===== config.mk =====
export PLATFORM = sky130hd
export DESIGN_NAME = app_chan_res
export DESIGN_NICKNAME = d
export VERILOG_FILES = /design/src/average_pixel_predictor_assert.svh /design/src/app_pkg.sv /design/src/app_chan_res.sv
export SDC_FILE = /design/constraint.sdc
export NUM_CORES = 1
export LEC_CHECK = 0
export BUFFER_PORTS_ARGS = -buffer_cell sky130_fd_sc_hd__buf_2
export CAP_MARGIN = 20
export CORE_UTILIZATION = 54
export DETAILED_ROUTE_END_ITERATION = 8
export PLACE_DENSITY_LB_ADDON = 0.15
export SYNTH_ARGS = -nofsm -noshare
export SYNTH_HDL_FRONTEND = slang
export SYNTH_SLANG_ARGS = --single-unit

===== constraint.sdc =====
create_clock -name vclk -period 7.7
set_input_delay 0.385 -clock vclk [all_inputs]
set_output_delay 0.385 -clock vclk [all_outputs]
set_load 0.01 [all_outputs]

===== src/average_pixel_predictor_assert.svh =====
// Assertion macros for the average pixel predictor.
// Included by the modules that check their own logic; needs clk_i and rst_ni in scope.
`ifndef AVERAGE_PIXEL_PREDICTOR_ASSERT_SVH
`define AVERAGE_PIXEL_PREDICTOR_ASSERT_SVH

// Checked only while out of reset.
`define APP_ASSERT(lbl, prop) \
  lbl: assert property (@(posedge clk_i) disable iff (!rst_ni) prop) \
    else $error("average_pixel_predictor: assertion failed");

// Checked at every edge, reset included.
`define APP_ASSERT_ALWAYS(lbl, prop) \
  lbl: assert property (@(posedge clk_i) prop) \
    else $error("average_pixel_predictor: assertion failed during reset");

`endif


===== src/app_pkg.sv =====
// Shared types and constants of the average pixel predictor.
// No dependencies; used by app_chan_res and the top level average_pixel_predictor.
package app_pkg;

  localparam int MaxWidth = 4096;
  localparam int ColW     = $clog2(MaxWidth);
  localparam int WidthW   = 13;
  localparam int HeightW  = 16;
  localparam int PixW     = 32;
  localparam int ChanW    = 8;
  localparam int NumChan  = 4;
  localparam int CfgIdxW  = 2;
  localparam int CfgDataW = 16;

  localparam logic [CfgIdxW-1:0] RegImageWidth   = 2'd0;
  localparam logic [CfgIdxW-1:0] RegImageHeight  = 2'd1;
  localparam logic [CfgIdxW-1:0] RegFourChannels = 2'd2;

  typedef enum logic [1:0] {
    PRED_NONE,
    PRED_LEFT,
    PRED_UP,
    PRED_AVG
  } pred_mode_e;

endpackage


===== src/app_chan_res.sv =====
// Residual of one 8-bit channel against its left/up prediction.
// Depends on app_pkg for the prediction mode.
module app_chan_res (
  input  app_pkg::pred_mode_e           mode_i,
  input  logic [app_pkg::ChanW-1:0]     x_i,
  input  logic [app_pkg::ChanW-1:0]     left_i,
  input  logic [app_pkg::ChanW-1:0]     up_i,
  output logic [app_pkg::ChanW-1:0]     res_o
);

  logic [app_pkg::ChanW:0]   sum;
  logic [app_pkg::ChanW-1:0] pred;

  assign sum = {1'b0, left_i} + {1'b0, up_i};

  always_comb begin
    case (mode_i)
      app_pkg::PRED_NONE: pred = '0;
      app_pkg::PRED_LEFT: pred = left_i;
      app_pkg::PRED_UP:   pred = up_i;
      app_pkg::PRED_AVG:  pred = sum[app_pkg::ChanW:1];
      default:            pred = '0;
    endcase
  end

  // Residual wraps modulo 256.
  assign res_o = x_i - pred;

endmodule


Word-level counts from Yosys, hierarchy flattened
Cells that the tools add are included.

storage, ports and cells
  register bits = 0
  input bits = 26
  output and inout port bits = 8
  logic and storage cells = 7

cells by class
  add/subtract/negate cells = 2
  equality and inequality tests = 3
  mux-type cells = 1
  reductions and logical operators = 1

operators with widths
  kind                                            number
  case mux 8 bit (4 select lines)                 1
  adder 8 x 8 -> 9 bit                            1
  subtractor 8 bit                                1
  == test 2 bit (second input constant)           2
  == test 2 x 1 -> 1 bit (second input constant)  1
  logical NOT 2 bit                               1

Logic depth before layout (Yosys ltp)
  depth after elaboration = 3
  gate-level depth with buffers = 15
  depth with buffers taken out = 15

Worst setup path before layout
Ideal clock, no wire load.

  path kind = input port to output port
  start = in left_i[1] (netlist bit)
  end = out res_o[7] (netlist bit)
  arrival = 2815 ps
  data required time = 7315 ps
  path slack = 4500 ps
  cell stages on the path = 14
  buffers on the path = 0
  cells stage by stage = ha_1 -> a31o_1 -> a21oi_2 -> o21a_2 -> xnor2_1 -> mux2_4 -> a21oi_2 -> ha_1 -> o211ai_1 -> a21oi_1 -> a211o_1 -> a21o_1 -> a21oi_2 -> xnor2_1

between the ends
  word-level cells in the longest chain between the ends = 3

RTL lines
  element                            line                RTL
  from (decl)                        app_chan_res.sv:6   input logic [app_pkg::ChanW-1:0] left_i,
  adder 8 x 8 -> 9 bit               app_chan_res.sv:14  assign sum = {1'b0, left_i} + {1'b0, up_i};
  case mux 8 bit (4 select lines) *  app_chan_res.sv:17  case (mode_i)
  subtractor 8 bit *                 app_chan_res.sv:27  assign res_o = x_i - pred;
  to (decl)                          app_chan_res.sv:8   output logic [app_pkg::ChanW-1:0] res_o

Every way passes the cells marked *; elsewhere a longest branch is shown, timed or not.

Worst setup path in the final report
Ends and elaborated chain as after synthesis.

==> flow_metrics.tcl <==
set metrics [dict create \
    status "finished, final reports clean" \
    design_area_sq_um 923 \
    die_x_um 39.3 \
    hold-path-endpoint "res_o[7]" \
    gp_routability_congestion 0.815 \
    hold_start "x_i[7]" \
    whs_path_depth 4 \
    worstSetupPathType "input port to primary output" \
    max_stage_delay_ps 290 \
    wire_per_inst_um 10.8 \
    grtUsageTotal_pct 21.9 \
    n_antenna_cell 0 \
    drive_gt1_share_pct 29.9 \
    endpoint_kind "primary output" \
    yosys.area.top_type "ha_1" \
    first_iter_violations 20 \
    area_growth_pct 23.0 \
    tightest_slew_ps 394 \
    fin_cells 149 \
    path_buf_inv 2 \
    worst_slack_ps 4190 \
    drt_drc_violations_left 0 \
    crit_chain "buf_2, ha_1, a31o_1, a21oi_2, o21a_2, xnor2_1, mux2_4, a21oi_2, ha_1, o211ai_1, a21oi_1, a211o_1, a21o_1, a21oi_2, xnor2_1, buf_2" \
    synth_top_area_share_pct 23.3 \
    synth_area_leaders "ha_1 (23%), xnor2_1 (12%), a21oi_1 (6.7%)" \
    grt_start_max_net_pins 12 \
    synth_cells 102 \
    yosys_warnings 0 \
    whs_ps 1160 \
    critPathTopFamily "compound AO/OA/AOI/OAI gates" \
    synth_xor_area_share_pct 12.8 \
    p_per_area_mw_per_mm2 103 \
    vias_per_cell 5.48 \
    hold_buffers 0 \
    fin_util_pct 71.0 \
    synth_compound_area_share_pct 32.7 \
    nClkBuffers 0 \
    rsz0062_at_grt "false" \
    power_uw 94.9 \
    start_kind "input port" \
    cp.required_ps 7320 \
    syn_nets 144 \
    fmax_ghz 0.285 \
    cts_resized 0 \
    period_share_pct 45.5 \
    hp-class "input port to primary output" \
    antenna_left 0 \
    dieArea_sq_mm 0.00154 \
    hold_viol 0 \
    wl_um 1610 \
    rows 13 \
    dp_slack_ps 4170 \
    fin_setup_tns_ps 0 \
    cts_setup_buffers 0 \
    boundaryPins 34 \
    worstPathMaxFanout 4 \
    initial_utilization_pct 57.7 \
    grt_first_pass_wirelength_um 2420 \
    max-vdd-ir-drop_uv 44.9 \
    placed_area_sq_um 923 \
    drt-pass1-iter-count 4 \
    crit_slowest_cell "a211o_1" \
    antenna_found_initial 0 \
    regArea_sq_um 0 \
    leakagePower_nw 0.475 \
    synthMuxAreaShare_pct 3.50 \
    nNetsFinal 178 \
    grt_pass1_vias 608 \
    yosysUniqueCellTypes 27 \
    synth-simple-area-share_pct 16.2 \
    synth.yosys.seq_area_share_pct 0 \
    synthAdderAreaFrac_pct 28.7 \
    slew_headroom_pct 73.6 \
    seq_cell_count 0 \
    io_buffers 34 \
    crit_path_frequent_cell "a21oi_2" \
    final_max_slew_viol_count 0 \
    overflow 0 \
    core_region_area_sq_mm 0.00130 \
    post-route-min-period_ps 3510 \
    place_hpwl_um 1450 \
    avgSynthCellArea_sq_um 7.36 \
    die_y_um 39.3 \
    critPathArrivalTime_ps 3120 \
    synth_top_family_by_area "compound AO/OA/AOI/OAI gates" \
    drv_cap 0 \
    placedCellCount 149 \
    setup_viol 0 \
    syn_area_sq_um 751 \
    vias 816 \
]
## how the worst max path moves through the flow
stage          startpoint  slack [ps]        to  cells after the start
6_report        left_i[1]        4190  res_o[7]                     16
3_3_place_gp    left_i[1]        4240  res_o[7]                     16
4_1_cts         left_i[1]        4180  res_o[7]                     16
5_1_grt         left_i[1]        3970  res_o[7]                     16
2_1_floorplan   left_i[1]        4500  res_o[7]                     14
3_5_place_dp    left_i[1]        4170  res_o[7]                     16
## Yosys cell counts, types with 2 or more instances
cell and instances:
a21o_1 2, a21oi_1 10, a21oi_2 3, a22oi_1 5, fa_1 2, ha_1 14
inv_1 8, nand2_1 8, nand2b_1 7, nor2_1 8, nor2b_1 2, o21a_1 3
o21ai_0 7, xnor2_1 10
## layout by cell type, fill, tap and decap left out, drive strengths merged
cell    instances
buf            34
ha             14
a21oi          13
xnor2          10
inv             8
nand2           8
nor2            8
nand2b          7
o21ai           7
a22oi           5
o21a            4
nor2b           2
a21o            2
fa              2
mux2            2
nand3           1
a31o            1
a211oi          1
o211ai          1
a211o           1
a41oi           1
xor2            1
a22o            1
## metal layers
layer | track usage (%) | share of wire (%) | vias to the layer above
li1 | - | - | 431
met1 | 30.3 | 47 | 359
met2 | 39.6 | 48 | 26
met3 | 0 | 5.4 | 0
met4 | 0.862 | 0 | 0
met5 | 0 | 0 | -
## cell type report
class	count	area (sq um)
Timing Repair Buffer	34	170
Tap cell	15	18.8
Inverter	8	30.0
Fill cell	111	378
Multi-Input combinational cell	92	704
## cells by family after synthesis
group / after synthesis
adder cells (fa/ha/maj): 16
AO/OA/AOI/OAI: 37
multiplexers: 2
buffers and inverters: 10
AND/OR/NAND/NOR: 26
XOR/XNOR: 11
## report_power, final
part | total [mW] | internal, mW | leakage, nW | switching, mW
logic | 0.0949 | 0.0470 | 0.475 | 0.0479
registers | 0 | 0 | 0 | 0
clock network | 0 | 0 | 0 | 0
Note: power is estimated with default switching activity, not from simulation.
